`config.mk`:
```
export PLATFORM = sky130hd
export DESIGN_NAME = ascii_range_reply_parser
export DESIGN_NICKNAME = d
export VERILOG_FILES = /design/src/hw/rtl/arrp_pkg.sv /design/src/hw/rtl/ascii_range_reply_parser.sv
export SDC_FILE = /design/constraint.sdc
export NUM_CORES = 1
export LEC_CHECK = 0
export BUFFER_PORTS_ARGS = -buffer_cell sky130_fd_sc_hd__buf_2
export CORE_UTILIZATION = 62
export CTS_BUF_LIST = sky130_fd_sc_hd__clkbuf_4
export DETAILED_ROUTE_END_ITERATION = 10
export PLACE_DENSITY = 0.92
export SLEW_MARGIN = 20
export SYNTH_ARGS = -nofsm -noshare
export SYNTH_HDL_FRONTEND = slang
export SYNTH_SLANG_ARGS = --single-unit
```
`constraint.sdc`:
```
create_clock -name clk_i -period 10.97 [get_ports clk_i]
set_input_delay 1.097 -clock clk_i [delete_from_list [all_inputs] [get_ports clk_i]]
set_output_delay 1.097 -clock clk_i [all_outputs]
set_load 0.1 [all_outputs]
```
`src/hw/rtl/arrp_pkg.sv`:
```
// Package: types, constants and lookup functions for the ASCII range reply parser.
package arrp_pkg;

  localparam int unsigned MaxFrameBytes = 14;
  localparam int unsigned ByteCntW      = $clog2(MaxFrameBytes + 1);

  localparam int unsigned PrefixLen = 6;
  localparam int unsigned MarkLen   = 5;

  localparam logic [15:0] MaxDistReset  = 16'd4000;
  localparam logic [15:0] OutOfRangeAdd = 16'd100;

  localparam logic [7:0] CharZero  = 8'h30;
  localparam logic [7:0] CharNine  = 8'h39;
  localparam logic [7:0] CharDot   = 8'h2e;
  localparam logic [7:0] CharMinus = 8'h2d;

  localparam logic [1:0] ScaleOne  = 2'd2;
  localparam logic [1:0] ScaleZero = 2'd3;

  typedef enum logic [6:0] {
    PhPrefix    = 7'b0000001,
    PhFirst     = 7'b0000010,
    PhSpecial   = 7'b0000100,
    PhNumber    = 7'b0001000,
    PhDone      = 7'b0010000,
    PhBadPrefix = 7'b0100000,
    PhSpecialOk = 7'b1000000
  } phase_e;

  typedef enum logic [1:0] {
    StNumber     = 2'd0,
    StOutOfRange = 2'd1,
    StBadPrefix  = 2'd2,
    StNoDigits   = 2'd3
  } parse_status_e;

  typedef struct packed {
    logic [7:0] data_byte;
    logic       frame_end;
  } in_item_t;

  typedef struct packed {
    logic [15:0] distance_cm;
    logic [1:0]  parse_status;
  } out_item_t;

  function automatic logic [7:0] prefix_char(input logic [2:0] idx);
    logic [7:0] c;
    case (idx)
      3'd0:    c = 8'h6c; // l
      3'd1:    c = 8'h64; // d
      3'd2:    c = 8'h6c; // l
      3'd3:    c = 8'h2c; // ,
      3'd4:    c = 8'h31; // 1
      3'd5:    c = 8'h3a; // :
      default: c = 8'h00;
    endcase
    return c;
  endfunction

  function automatic logic [7:0] mark_char(input logic [2:0] idx);
    logic [7:0] c;
    case (idx)
      3'd0:    c = CharMinus;
      3'd1:    c = 8'h31;
      3'd2:    c = CharDot;
      3'd3:    c = 8'h30;
      3'd4:    c = 8'h30;
      default: c = 8'h00;
    endcase
    return c;
  endfunction

  function automatic logic [6:0] scale_value(input logic [1:0] code);
    logic [6:0] s;
    case (code)
      2'd0:    s = 7'd100;
      2'd1:    s = 7'd10;
      2'd2:    s = 7'd1;
      default: s = 7'd0;
    endcase
    return s;
  endfunction

endpackage

```
`src/hw/rtl/ascii_range_reply_parser.sv`:
```
// Top level: byte-serial parser for one text reply of a range sensor.
//
//  channel | direction | handshake          | payload
//  in      | sink      | in_valid_i/stall_o | in_item_t  (data_byte, frame_end)
//  out     | source    | out_valid_o/stall_i| out_item_t (distance_cm, parse_status)
//  cfg     | sink      | cfg_valid_i/ready_o| range limit in cm, 16 bit
//
// One byte is taken per cycle while in_stall_o is low; the parser state updates in the cycle of the transfer.
// A frame-end byte's result passes through one finish register, then a scale multiply
// into the output register.
// in_stall_o rises only when a finished frame waits behind a stalled output register.
// Reset: parser at prefix matching, range limit = 4000, no result pending.
module ascii_range_reply_parser
  import arrp_pkg::*;
(
  input  logic      clk_i,
  input  logic      rst_ni,
  input  logic      in_valid_i,
  output logic      in_stall_o,
  input  in_item_t  in_data_i,
  output logic      out_valid_o,
  input  logic      out_stall_i,
  output out_item_t out_data_o,
  input  logic      cfg_valid_i,
  output logic      cfg_ready_o,
  input  logic [15:0] cfg_data_i
);

  logic [15:0] max_dist_q;

  phase_e              phase_q, phase_d;
  logic [2:0]          idx_q, idx_d;
  logic [15:0]         acc_q, acc_d;
  logic [1:0]          scale_q, scale_d;
  logic                dot_q, dot_d;
  logic                digit_q, digit_d;
  logic [ByteCntW-1:0] cnt_q, cnt_d;

  logic          fin_valid_q;
  parse_status_e fin_status_q, fin_status_d;
  logic [15:0]   fin_opnd_q, fin_opnd_d;
  logic [1:0]    fin_scale_q, fin_scale_d;

  logic      out_valid_q;
  out_item_t out_data_q;

  logic       in_xfer;
  logic       out_free;
  logic       fin_move;
  logic       byte_ok;
  logic [7:0] b;
  logic       is_digit;
  logic       is_dot;
  logic [22:0] product;

  assign out_free   = !out_valid_q || !out_stall_i;
  assign fin_move   = fin_valid_q && out_free;
  assign in_stall_o = fin_valid_q && !out_free;
  assign in_xfer    = in_valid_i && !in_stall_o;

  assign cfg_ready_o = 1'b1;

  assign b        = in_data_i.data_byte;
  assign byte_ok  = cnt_q < ByteCntW'(MaxFrameBytes);
  assign is_digit = byte_ok && (b >= CharZero) && (b <= CharNine);
  assign is_dot   = byte_ok && (b == CharDot);

  always_comb begin
    phase_d = phase_q;
    idx_d   = idx_q;
    acc_d   = acc_q;
    scale_d = scale_q;
    dot_d   = dot_q;
    digit_d = digit_q;
    cnt_d   = byte_ok ? cnt_q + ByteCntW'(1) : cnt_q;

    case (phase_q)
      PhPrefix: begin
        if (byte_ok && (idx_q < 3'(PrefixLen)) && (b == prefix_char(idx_q))) begin
          if (idx_q == 3'(PrefixLen - 1)) begin
            phase_d = PhFirst;
            idx_d   = 3'd0;
          end else begin
            idx_d = idx_q + 3'd1;
          end
        end else begin
          phase_d = PhBadPrefix;
        end
      end
      PhSpecial: begin
        if (byte_ok && (idx_q < 3'(MarkLen)) && (b == mark_char(idx_q))) begin
          idx_d = idx_q + 3'd1;
          if (idx_q == 3'(MarkLen - 1)) begin
            phase_d = PhSpecialOk;
          end
        end else begin
          phase_d = PhDone;
        end
      end
      PhFirst, PhNumber: begin
        if ((phase_q == PhFirst) && byte_ok && (b == CharMinus)) begin
          phase_d = PhSpecial;
          idx_d   = 3'd1;
        end else if (!is_digit && !is_dot) begin
          phase_d = PhDone;
        end else begin
          phase_d = PhNumber;
          if (dot_q && (scale_q != ScaleZero)) begin
            scale_d = scale_q + 2'd1;
          end
          if (is_dot) begin
            dot_d = 1'b1;
          end else begin
            digit_d = 1'b1;
            acc_d   = (acc_q << 3) + (acc_q << 1) + {12'd0, b[3:0]};
          end
        end
      end
      default: begin
      end
    endcase
  end

  // Frame end acts as a terminator; it changes only the phase, so status comes from phase_d.
  always_comb begin
    fin_opnd_d  = 16'd0;
    fin_scale_d = ScaleOne;
    case (phase_d)
      PhPrefix, PhBadPrefix: begin
        fin_status_d = StBadPrefix;
      end
      PhSpecialOk: begin
        fin_status_d = StOutOfRange;
        fin_opnd_d   = max_dist_q + OutOfRangeAdd;
      end
      default: begin
        if (digit_d) begin
          fin_status_d = StNumber;
          fin_opnd_d   = acc_d;
          fin_scale_d  = scale_d;
        end else begin
          fin_status_d = StNoDigits;
        end
      end
    endcase
  end

  assign product = fin_opnd_q * scale_value(fin_scale_q);

  always_ff @(posedge clk_i or negedge rst_ni) begin
    if (!rst_ni) begin
      max_dist_q <= MaxDistReset;
    end else if (cfg_valid_i && cfg_ready_o) begin
      max_dist_q <= cfg_data_i;
    end
  end

  always_ff @(posedge clk_i or negedge rst_ni) begin
    if (!rst_ni) begin
      phase_q <= PhPrefix;
      idx_q   <= 3'd0;
      acc_q   <= 16'd0;
      scale_q <= 2'd0;
      dot_q   <= 1'b0;
      digit_q <= 1'b0;
      cnt_q   <= '0;
    end else if (in_xfer) begin
      if (in_data_i.frame_end) begin
        phase_q <= PhPrefix;
        idx_q   <= 3'd0;
        acc_q   <= 16'd0;
        scale_q <= 2'd0;
        dot_q   <= 1'b0;
        digit_q <= 1'b0;
        cnt_q   <= '0;
      end else begin
        phase_q <= phase_d;
        idx_q   <= idx_d;
        acc_q   <= acc_d;
        scale_q <= scale_d;
        dot_q   <= dot_d;
        digit_q <= digit_d;
        cnt_q   <= cnt_d;
      end
    end
  end

  always_ff @(posedge clk_i or negedge rst_ni) begin
    if (!rst_ni) begin
      fin_valid_q <= 1'b0;
      out_valid_q <= 1'b0;
    end else begin
      if (in_xfer && in_data_i.frame_end) begin
        fin_valid_q <= 1'b1;
      end else if (fin_move) begin
        fin_valid_q <= 1'b0;
      end
      if (fin_move) begin
        out_valid_q <= 1'b1;
      end else if (!out_stall_i) begin
        out_valid_q <= 1'b0;
      end
    end
  end

  always_ff @(posedge clk_i) begin
    if (in_xfer && in_data_i.frame_end) begin
      fin_status_q <= fin_status_d;
      fin_opnd_q   <= fin_opnd_d;
      fin_scale_q  <= fin_scale_d;
    end
    if (fin_move) begin
      out_data_q.distance_cm  <= product[15:0];
      out_data_q.parse_status <= fin_status_q;
    end
  end

  assign out_valid_o = out_valid_q;
  assign out_data_o  = out_data_q;

endmodule

```
==> impl_metrics.py, run 1 <==
metrics = {
    "worst_setup_path": {
        "cpMaxStageDelayCell": "nor2_1",
        "worstPathMaxFanout": 17,
        "crit_chain": "nor2_1, and2_1, inv_1, fa_1, inv_1, ha_1, inv_1, fa_1, fa_1, inv_1, ha_1, or2_2, a21oi_1, inv_1, a31oi_1, a21oi_1, and4_1, nor4b_1",
        "worstSetupPathType": "flop to flop",
        "worstPathRequired_ns": 11.25,
        "worst-path-buf-inv": 5,
        "critPathArrivalTime_ns": 5.71,
        "critPathLaunchType": "flop",
        "critPathMaxStageDelay_ns": 0.73,
        "worst_path_most_repeated_cell": "inv_1",
        "critPathTopFamily": "adder cells",
        "end_kind": "flop",
    },
    "floorplan": {
        "dieArea_um2": 13000,
        "die_w_um": 114,
        "start_util": 0.641,
        "core_area_um2": 12100,
        "ios": 51,
        "row_count": 40,
        "die_h_um": 114,
    },
    "synth": {
        "synth_area_um2": 7760,
        "synth_mux_area_frac": 0.0426,
        "yosysSeqAreaShare": 0.316,
        "ys_async_sr_fraction": 0.578,
        "synth_ff_type": "dfrtp_1",
        "synthXorXnorAreaFrac": 0.0530,
        "synth_seq_cells": 90,
        "yosysTopAreaCellShare": 0.147,
        "synth_area_leaders": "edfxtp_1 (15%), dfrtp_1 (15%), fa_1 (11%), ha_1 (10%), inv_1 (3.7%)",
        "synth_enable_flop_cells": 38,
        "netlist_instances": 784,
        "synth_top_family_by_area": "adder cells",
        "synth_nets": 920,
        "synth_compound_area_frac": 0.154,
        "synth_warnings": 0,
        "yosys.area_share.adder": 0.211,
        "avgSynthCellArea_um2": 9.90,
        "synth-simple-area-share": 0.155,
        "yosys.cell_types.count": 84,
        "yosysTopAreaCell": "edfxtp_1",
    },
    "min_path": {
        "min_path_type": "flop to flop",
    },
    "grt": {
        "grt_usage": 0.270,
        "grt_pass1_vias": 5942,
        "grt_first_pass_wirelength_mm": 27.4,
        "grt_max_degree": 53,
        "globalRouteOverflowTotal": 0,
        "grt_antenna_before_repair": 1,
    },
    "cts": {
        "cts_buffer_depth": 2,
        "post-cts-setup-buffer-count": 0,
        "cts_buffers": 9,
        "clock_latency_ns": 0.46,
        "hold_buffers": 0,
        "cts_tree": "done",
        "ctsResizeCount": 0,
        "clkSlewWorstSetupHoldPaths_ns": 0.14,
        "htreeDepth": 3,
        "cts_sinks": 90,
        "root_buffer": "clkbuf_4",
    },
    "cells_and_area": {
        "fill_cells": 928,
        "seqCellArea_um2": 2450,
        "fin_cells": 991,
        "drive_gt1_frac": 0.136,
        "layout.nets": 953,
        "syn2layout_area_growth_pct": 5.50,
        "multiInputGateArea_um2": 4780,
    },
    "status": {
        "status": "complete, no violations",
    },
    "routing": {
        "vias": 5966,
        "ant_nets": 0,
        "finalWirelength_mm": 16.2,
        "drc": 0,
        "detail_route.wl_per_cell_um": 16.3,
        "dr.pass1.iters": 8,
        "drt-initial-drc-count": 461,
        "vias_per_cell": 6.02,
    },
    "timing": {
        "rsz0062_at_grt": "false",
        "slew_headroom": 0.364,
        "setup_violations": 0,
        "totalNegativeSetupSlack_ns": 0,
        "tightest_slew_ns": 0.948,
        "final.period_utilization": 0.495,
        "period_needed_ns": 5.44,
        "fin_skew_ns": 0.0201,
        "finalHoldViolations": 0,
        "clock.fmax_mhz": 184,
        "slew_viol_final": 0,
    },
    "pwr": {
        "p_per_area_nw_per_um2": 110,
        "fin_total_pwr_w": 0.000901,
        "p_leak_nw": 3.73,
        "ir_drop_uv": 111,
    },
    "placement": {
        "dpl.hpwl_mm": 12.7,
        "port_buffers": 49,
        "gp_congestion": 0.907,
        "placed_cells": 974,
    },
    "run": {
        "max_cap_viol_count": 0,
    },
}
synth_stat cells (4+ instances only):
| master | number |
|---|---|
| o21ai_0 | 40 |
| nor2_1 | 42 |
| o22ai_1 | 17 |
| inv_1 | 77 |
| o21a_1 | 6 |
| a41oi_1 | 5 |
| nand2_1 | 68 |
| mux2_2 | 16 |
| nand4_1 | 6 |
| nand3_1 | 9 |
| nor2b_1 | 10 |
| o31ai_1 | 7 |
| a31oi_1 | 7 |
| nand2b_1 | 10 |
| xnor2_1 | 32 |
| clkbuf_1 | 14 |
| nand3b_1 | 4 |
| nor3_1 | 17 |
| xor2_1 | 15 |
| nor4_1 | 4 |
| edfxtp_1 | 38 |
| and2_1 | 26 |
| dfstp_2 | 7 |
| and3_1 | 4 |
| fa_1 | 41 |
| dfrtp_1 | 45 |
| a211oi_1 | 6 |
| ha_1 | 65 |
| a21o_1 | 9 |
| mux2i_1 | 15 |
| o211ai_1 | 5 |
| a22o_1 | 6 |
| a21oi_1 | 31 |
| buf_6 | 7 |
flip-flops by register name, summed over array words and instances, names as in the netlist, 2 cells and up:
name          cells
max_dist_q       16
fin_opnd_q       16
acc_q            16
idx_q             3
scale_q           2
fin_scale_q       2
cnt_q             4
phase_q           7
fin_status_q      2
out_data_o       18
logic make-up (layout without fill, tap and decap cells):
| family | after synthesis | count (layout) |
|---|---|---|
| AOI/OAI and AO/OA | 172 | 172 |
| xor gates and xnor gates | 47 | 47 |
| adders and majority gates | 106 | 106 |
| buffers and inverters | 108 | 146 |
| DFF | 90 | 90 |
| muxes | 31 | 31 |
| other | 1 | 2 |
| and+or+nand+nor | 229 | 229 |
path summary, 6_finish.rpt:
kind	slack, ns	start	cells past startpoint	end
setup reg to reg	5.53	fin_scale_q[1]$_SDFFCE_PP1P_	18	out_data_o[17]$_DFFE_PP_
max in group asynchronous	9.78	rst_ni	2	out_valid_o$_DFFE_PN0P_
setup / recovery	5.53	fin_scale_q[1]$_SDFFCE_PP1P_	18	out_data_o[17]$_DFFE_PP_
min in group asynchronous	0.72	rst_ni	2	acc_q[14]$_DFFE_PN0P_
hold reg to reg	0.44	fin_status_q[1]$_DFFE_PP_	0	out_data_o[1]$_DFFE_PP_
hold / removal	0.44	fin_status_q[1]$_DFFE_PP_	0	out_data_o[1]$_DFFE_PP_
placed cells by master (no fill, tap or decap), types with 5 or more instances in the layout:
cell / count
a211oi_1: 6
a21o_1: 9
a21oi_1: 31
a22o_1: 6
a31oi_1: 7
a41oi_1: 5
and2_1: 26
buf_2: 49
clkbuf_4: 10
dfrtp_1: 45
dfstp_2: 7
edfxtp_1: 38
fa_1: 41
ha_1: 65
inv_1: 77
mux2_2: 16
mux2i_1: 15
nand2_1: 68
nand2b_1: 10
nand3_1: 9
nand4_1: 6
nor2_1: 42
nor2b_1: 10
nor3_1: 17
o211ai_1: 5
o21a_1: 6
o21ai_0: 40
o22ai_1: 17
o31ai_1: 7
xnor2_1: 32
xor2_1: 15
per-stage QoR:
step / area [um^2] / hold slack, ns / utilization / setup WS [ns]
after CTS: 8180 / 0.436 / 0.676 / 5.63
after global routing: 8190 / 0.452 / 0.676 / 5.28
after global placement: 8000 / 0.406 / 0.661 / 5.81
after detailed placement: 8000 / 0.405 / 0.661 / 5.66
after floorplan: 7760 / 0.400 / - / 6.27
final: 8190 / 0.436 / 0.676 / 5.53
cell type report:
class / count / share of cell area
clock inverters: 6 / 0.0128
clock buffers: 10 / 0.00917
multi-input cells: 586 / 0.584
well taps: 168 / 0.0257
diodes: 1 / 0.000306
flip-flops and latches: 90 / 0.299
inverters: 78 / 0.0358
repair buffers: 52 / 0.0327
where the power goes:
part	leakage, nW	switching (W)	total (W)	internal (W)
Clock	0.0917	0.000118	0.000234	0.000117
Combinational	2.61	0.000158	0.000254	0.0000961
Sequential	1.03	0.0000334	0.000413	0.000380
Total	3.73	0.000309	0.000901	0.000592
routing by layer:
metal  routed length, um  track usage
met5                   0            0
met4                 438        0.122
met3                1010       0.0409
met2                7920        0.455
met1                6800        0.347
Power figures use the tool's default switching activity.
==> inputs of run 2 (changes only) <==
--- a/config.mk
+++ b/config.mk
@@ -6,10 +6,10 @@
 export NUM_CORES = 1
 export LEC_CHECK = 0
 export BUFFER_PORTS_ARGS = -buffer_cell sky130_fd_sc_hd__buf_2
-export CORE_UTILIZATION = 62
+export CORE_UTILIZATION = 58
 export CTS_BUF_LIST = sky130_fd_sc_hd__clkbuf_4
 export DETAILED_ROUTE_END_ITERATION = 10
-export PLACE_DENSITY = 0.92
+export PLACE_DENSITY = 0.91
 export SLEW_MARGIN = 20
 export SYNTH_ARGS = -nofsm -noshare
 export SYNTH_HDL_FRONTEND = slang
==> constraint.sdc (replaced) <==
create_clock -name clk_i -period 4.6 [get_ports clk_i]
set_input_delay 0.46 -clock clk_i [delete_from_list [all_inputs] [get_ports clk_i]]
set_output_delay 0.46 -clock clk_i [all_outputs]
set_load 0.1 [all_outputs]
==> impl_metrics.py, run 2 (synthesis results as in run 1) <==
metrics = {
    "routing": {
        "dr.pass1.iters": 5,
        "vias_per_cell": 5.99,
        "ant_nets": 0,
        "detail_route.wl_per_cell_um": 16.8,
        "vias": 6132,
        "drc": 0,
        "finalWirelength_mm": 17.2,
        "drt-initial-drc-count": 486,
    },
    "worst_setup_path": {
        "worst_path_most_repeated_cell": "fa_1",
        "r2r_slack_ns": 0.07,
        "cpMaxStageDelayCell": "fa_1",
        "crit_chain": "buf_6, nor2_4, buf_4, and2_4, fa_1, fa_1, fa_1, inv_1, fa_1, inv_1, ha_4, or2_2, a21oi_4, a21oi_4, nor4_4, nor4b_2",
        "worst-path-buf-inv": 4,
        "critPathMaxStageDelay_ns": 0.54,
        "reg2regPathDepth": 16,
        "critPathLaunchType": "flop",
        "worstPathMaxFanout": 5,
        "worstPathRequired_ns": 4.83,
        "path_depth": 16,
        "critPathTopFamily": "adder cells",
        "timing.rr.end": "out_data_o[17]$_DFFE_PP_",
        "end_kind": "flop",
        "worstSetupPathType": "flop to flop",
        "critPathArrivalTime_ns": 4.76,
        "r2r_start": "fin_scale_q[0]$_SDFFCE_PP0P_",
    },
    "cells_and_area": {
        "final_common_cell": "inv_1",
        "drive_gt1_frac": 0.219,
        "largest_register_ffs": 18,
        "diodes": 0,
        "multiInputGateArea_um2": 5040,
        "seqCellArea_um2": 2450,
        "syn2layout_area_growth_pct": 11.4,
        "final_cell_mix": "inv_1 (70), nand2_1 (60), ha_1 (57)",
        "fill_cells": 946,
        "fin_cells": 1023,
        "layout.nets": 982,
        "fin_area_um2": 8640,
    },
    "cts": {
        "clock_latency_ns": 0.47,
        "cts_buffer_depth": 2,
        "root_buffer": "clkbuf_4",
        "cts_tree": "done",
        "cts_buffers": 9,
        "hold_buffers": 0,
        "clkSlewWorstSetupHoldPaths_ns": 0.14,
        "htreeDepth": 3,
        "cts_sinks": 90,
    },
    "timing": {
        "slew_headroom": 0.351,
        "slew_viol_final": 0,
        "tightest_slew_ns": 0.972,
        "final.period_utilization": 0.985,
        "fin_skew_ns": 0.0202,
        "finalHoldViolations": 0,
        "setup_violations": 0,
        "clock.fmax_mhz": 221,
        "layout_setup_ws_ns": 0.0699,
        "period_needed_ns": 4.53,
    },
    "placement": {
        "placed_area_um2": 8180,
        "dpl.hpwl_mm": 12.6,
        "port_buffers": 49,
        "placed_cells": 1001,
        "dp_slack_ns": -0.201,
        "gp_congestion": 0.941,
    },
    "floorplan": {
        "ios": 51,
        "die_w_um": 118,
        "dieArea_um2": 13800,
        "start_util": 0.605,
        "core_area_um2": 12800,
        "die_h_um": 118,
        "row_count": 41,
    },
    "pwr": {
        "fin_total_pwr_w": 0.00206,
        "ir_drop_uv": 218,
        "p_per_area_nw_per_um2": 239,
        "p_leak_nw": 3.88,
    },
    "status": {
        "status": "complete, no violations",
    },
    "grt": {
        "grt_max_degree": 53,
        "globalRouteOverflowTotal": 0,
        "grt_antenna_before_repair": 0,
        "grt_pass1_vias": 6098,
        "grt_usage": 0.248,
        "grt_first_pass_wirelength_mm": 28.1,
    },
    "run": {
        "max_cap_viol_count": 0,
    },
    "min_path": {
        "min_path_type": "primary input to asynchronous set/reset pin",
    },
}
==> run 2: cell types whose count changed in the layout (fill, tap and decap cells not counted), moves of 8 or more <==
cell     previous run  this run
ha_1               65        57
ha_4                0         8
nand2_1            68        60
buf_4               3        29
nand2_2             1         9
==> run 2: layer usage <==
metal	part of all wire	track usage	up-vias
met5	0	0	-
met4	0.028	0.0849	0
met3	0.045	0.0412	44
met2	0.50	0.435	190
met1	0.43	0.308	3008
li1	-	-	2890
==> run 2: worst max path at each step <==
stage / from / endpoint / slack [ns]
after detailed placement: fin_scale_q[1]$_SDFFCE_PP1P_ / out_data_o[17]$_DFFE_PP_ / -0.20
final: fin_scale_q[0]$_SDFFCE_PP0P_ / out_data_o[17]$_DFFE_PP_ / 0.07
after global placement: fin_scale_q[1]$_SDFFCE_PP1P_ / out_data_o[17]$_DFFE_PP_ / 0.09
after global routing: fin_scale_q[0]$_SDFFCE_PP0P_ / out_data_o[17]$_DFFE_PP_ / -0.04
after CTS: fin_scale_q[1]$_SDFFCE_PP1P_ / out_data_o[16]$_DFFE_PP_ / 0.002
after floorplan: fin_scale_q[1]$_SDFFCE_PP1P_ / out_data_o[17]$_DFFE_PP_ / 0.03
==> run 2: area by class of cell <==
| type | instances | share of cell area |
|---|---|---|
| tap | 172 | 0.0249 |
| sequential | 90 | 0.284 |
| multi-input combinational | 586 | 0.584 |
| clock inverter | 6 | 0.00753 |
| clock buffer | 10 | 0.00869 |
| timing repair buffer | 81 | 0.0575 |
| inverter | 78 | 0.0339 |
==> run 2: per-stage QoR <==
| step | setup TNS (ns) | util | hold slack, ns |
|---|---|---|---|
| 6_report | 0 | 0.674 | 0.0798 |
| 5_1_grt | -0.0532 | 0.674 | 0.119 |
| 4_1_cts | 0 | 0.653 | 0.0778 |
| 3_5_place_dp | -0.375 | 0.638 | 0.407 |
| 3_3_place_gp | 0 | 0.638 | 0.404 |
| 2_1_floorplan | 0 | - | 0.164 |
==> run 2: timing repair <==
| action | in CTS | in global routing |
|---|---|---|
| setup buffers | 2 | 4 |
| setup endpoints to repair | 4 | 5 |
| gates resized for setup | 9 | 48 |
| pin swaps | 3 | 36 |
==> run 2: power breakdown <==
group | internal, W | switching [W]
Clock | 0.000174 | 0.000281
Combinational | 0.000238 | 0.000385
Sequential | 0.000905 | 0.0000809
==> inputs of run 3 (changes only) <==
--- a/config.mk
+++ b/config.mk
@@ -6,10 +6,10 @@
 export NUM_CORES = 1
 export LEC_CHECK = 0
 export BUFFER_PORTS_ARGS = -buffer_cell sky130_fd_sc_hd__buf_2
-export CORE_UTILIZATION = 58
+export CORE_UTILIZATION = 62
 export CTS_BUF_LIST = sky130_fd_sc_hd__clkbuf_4
 export DETAILED_ROUTE_END_ITERATION = 10
-export PLACE_DENSITY = 0.91
+export PLACE_DENSITY = 0.92
 export SLEW_MARGIN = 20
 export SYNTH_ARGS = -nofsm -noshare
 export SYNTH_HDL_FRONTEND = slang
==> constraint.sdc (replaced) <==
create_clock -name clk_i -period 5.79 [get_ports clk_i]
set_input_delay 0.579 -clock clk_i [delete_from_list [all_inputs] [get_ports clk_i]]
set_output_delay 0.579 -clock clk_i [all_outputs]
set_load 0.1 [all_outputs]
==> impl_metrics.py, run 3 (synthesis results as in run 1) <==
metrics = {
    "cts": {
        "clkSlewWorstSetupHoldPaths_ns": 0.16,
        "clock_latency_ns": 0.50,
        "cts_tree": "done",
        "cts_buffers": 9,
        "cts_buffer_depth": 2,
        "hold_buffers": 0,
        "root_buffer": "clkbuf_4",
        "cts_sinks": 90,
        "ctsResizeCount": 0,
        "htreeDepth": 3,
        "post-cts-setup-buffer-count": 0,
    },
    "routing": {
        "wl_met1_mm": 6.91,
        "finalWirelength_mm": 16.0,
        "drc": 0,
        "dr_wl_met2_mm": 7.81,
        "ant_nets": 0,
        "dr_wl_met3_um": 871,
        "dr.pass1.iters": 5,
        "top_layer_used": "met4",
        "drt-initial-drc-count": 469,
        "vias_per_cell": 5.96,
        "vias": 5912,
        "detail_route.wl_per_cell_um": 16.1,
    },
    "timing": {
        "period_needed_ns": 5.19,
        "tightest_slew_ns": 0.951,
        "slew_headroom": 0.362,
        "totalNegativeSetupSlack_ns": 0,
        "fin_skew_ns": 0.0291,
        "setup_violations": 0,
        "final.period_utilization": 0.897,
        "finalHoldViolations": 0,
        "clock.fmax_mhz": 193,
        "slew_viol_final": 0,
        "layout_setup_ws_ns": 0.597,
        "rsz0062_at_grt": "false",
        "holdWs_ns": 0.186,
    },
    "floorplan": {
        "die_w_um": 114,
        "dieArea_um2": 13000,
        "row_count": 40,
        "core_area_um2": 12100,
        "ios": 51,
        "start_util": 0.641,
        "die_h_um": 114,
    },
    "worst_setup_path": {
        "worstPathMaxFanout": 9,
        "end_kind": "flop",
        "worstPathRequired_ns": 6.08,
        "reg2regPathDepth": 18,
        "worstSetupPathType": "flop to flop",
        "critPathLaunchType": "flop",
        "critPathArrivalTime_ns": 5.49,
    },
    "min_path": {
        "min_path_type": "primary input to asynchronous set/reset pin",
    },
    "placement": {
        "dpl.hpwl_mm": 12.5,
        "dp_slack_ns": 0.788,
        "gp_congestion": 0.891,
        "port_buffers": 49,
        "placed_cells": 975,
    },
    "grt": {
        "globalRouteOverflowTotal": 0,
        "grt_pass1_vias": 5825,
        "grt_max_degree": 53,
        "grt_usage": 0.263,
        "grt_antenna_before_repair": 0,
        "grt_first_pass_wirelength_mm": 26.8,
    },
    "pwr": {
        "p_sw_w": 0.000593,
        "p_leak_nw": 3.72,
        "p_comb_frac": 0.290,
        "ir_drop_uv": 212,
        "p_int_w": 0.00104,
        "p_per_area_nw_per_um2": 200,
        "seqPwrFrac": 0.480,
        "clkPwrFrac": 0.230,
        "p_sw_frac": 0.364,
    },
    "status": {
        "status": "complete, no violations",
    },
    "cells_and_area": {
        "largest_register_ffs": 18,
        "fin_cells": 992,
        "final_common_cell": "inv_1",
        "final_cell_mix": "inv_1 (77), nand2_1 (68), ha_1 (65)",
        "layout.nets": 954,
        "syn2layout_area_growth_pct": 5.10,
        "drive_gt1_frac": 0.140,
    },
    "run": {
        "max_cap_viol_count": 0,
    },
}
-- run 3: changes by cell type in the layout (fill, tap and decap cells not counted), sizes merged --
cell,previous run,this run
clkinvlp,0,3
clkinv,4,2
inv,79,78
diode,0,1
buf,81,53
-- run 3: critical path, stage by stage (launching register included) --
cell and delay (ns):
edfxtp_1 0.51, nor2_1 0.42, and2_1 0.24, inv_1 0.07
fa_1 0.48, inv_1 0.05, ha_1 0.29, inv_1 0.06
fa_1 0.52, fa_1 0.56, inv_1 0.04, ha_1 0.34
or2_2 0.29, a21oi_1 0.16, inv_1 0.07, a31oi_1 0.22
a21oi_1 0.15, and4_1 0.21, nor4b_1 0.31
-- run 3: power by group through the flow --
stage,logic (W),clock network [W],registers [W]
floorplan,0.000368,0,0.000820
global placement,0.000457,0,0.000791
detailed placement,0.000470,0,0.000794
CTS,0.000471,0.000376,0.000781
global route,0.000523,0.000400,0.000791
finish,0.000473,0.000375,0.000782
-- run 3: final cells by class --
cell class              instances  area [um^2]
fillers                       932         3960
multi-input cells             586         4780
repair buffers                 53          275
inverters                      78          293
clock inverters                 6         66.3
flip-flops and latches         90         2450
well taps                     168          210
diodes                          1         2.50
clock buffers                  10         75.1
-- run 3: per-stage QoR --
stage	area, um^2	total power (W)	utilization
6_report	8160	0.00163	0.673
5_1_grt	8150	0.00171	0.673
2_1_floorplan	7760	0.00119	-
4_1_cts	8150	0.00163	0.673
3_3_place_gp	8010	0.00125	0.661
3_5_place_dp	8010	0.00126	0.661
-- run 3: worst paths after layout --
kind,from,slack (ns),to
min in group clk_i,cfg_data_i[2],0.30,max_dist_q[2]$_DFFE_PN0P_
worst min-delay path,rst_ni,0.19,acc_q[8]$_DFFE_PN0P_
max in group asynchronous,rst_ni,5.15,out_valid_o$_DFFE_PN0P_
worst max-delay path,fin_scale_q[1]$_SDFFCE_PP1P_,0.60,out_data_o[17]$_DFFE_PP_
worst min register to register,fin_status_q[1]$_DFFE_PP_,0.44,out_data_o[1]$_DFFE_PP_
worst max register to register,fin_scale_q[1]$_SDFFCE_PP1P_,0.60,out_data_o[17]$_DFFE_PP_
-- run 3: metal layers --
metal,up-vias,track usage
met5,-,0
met4,0,0.0866
met3,37,0.0499
met2,200,0.450
met1,2845,0.337
li1,2830,-
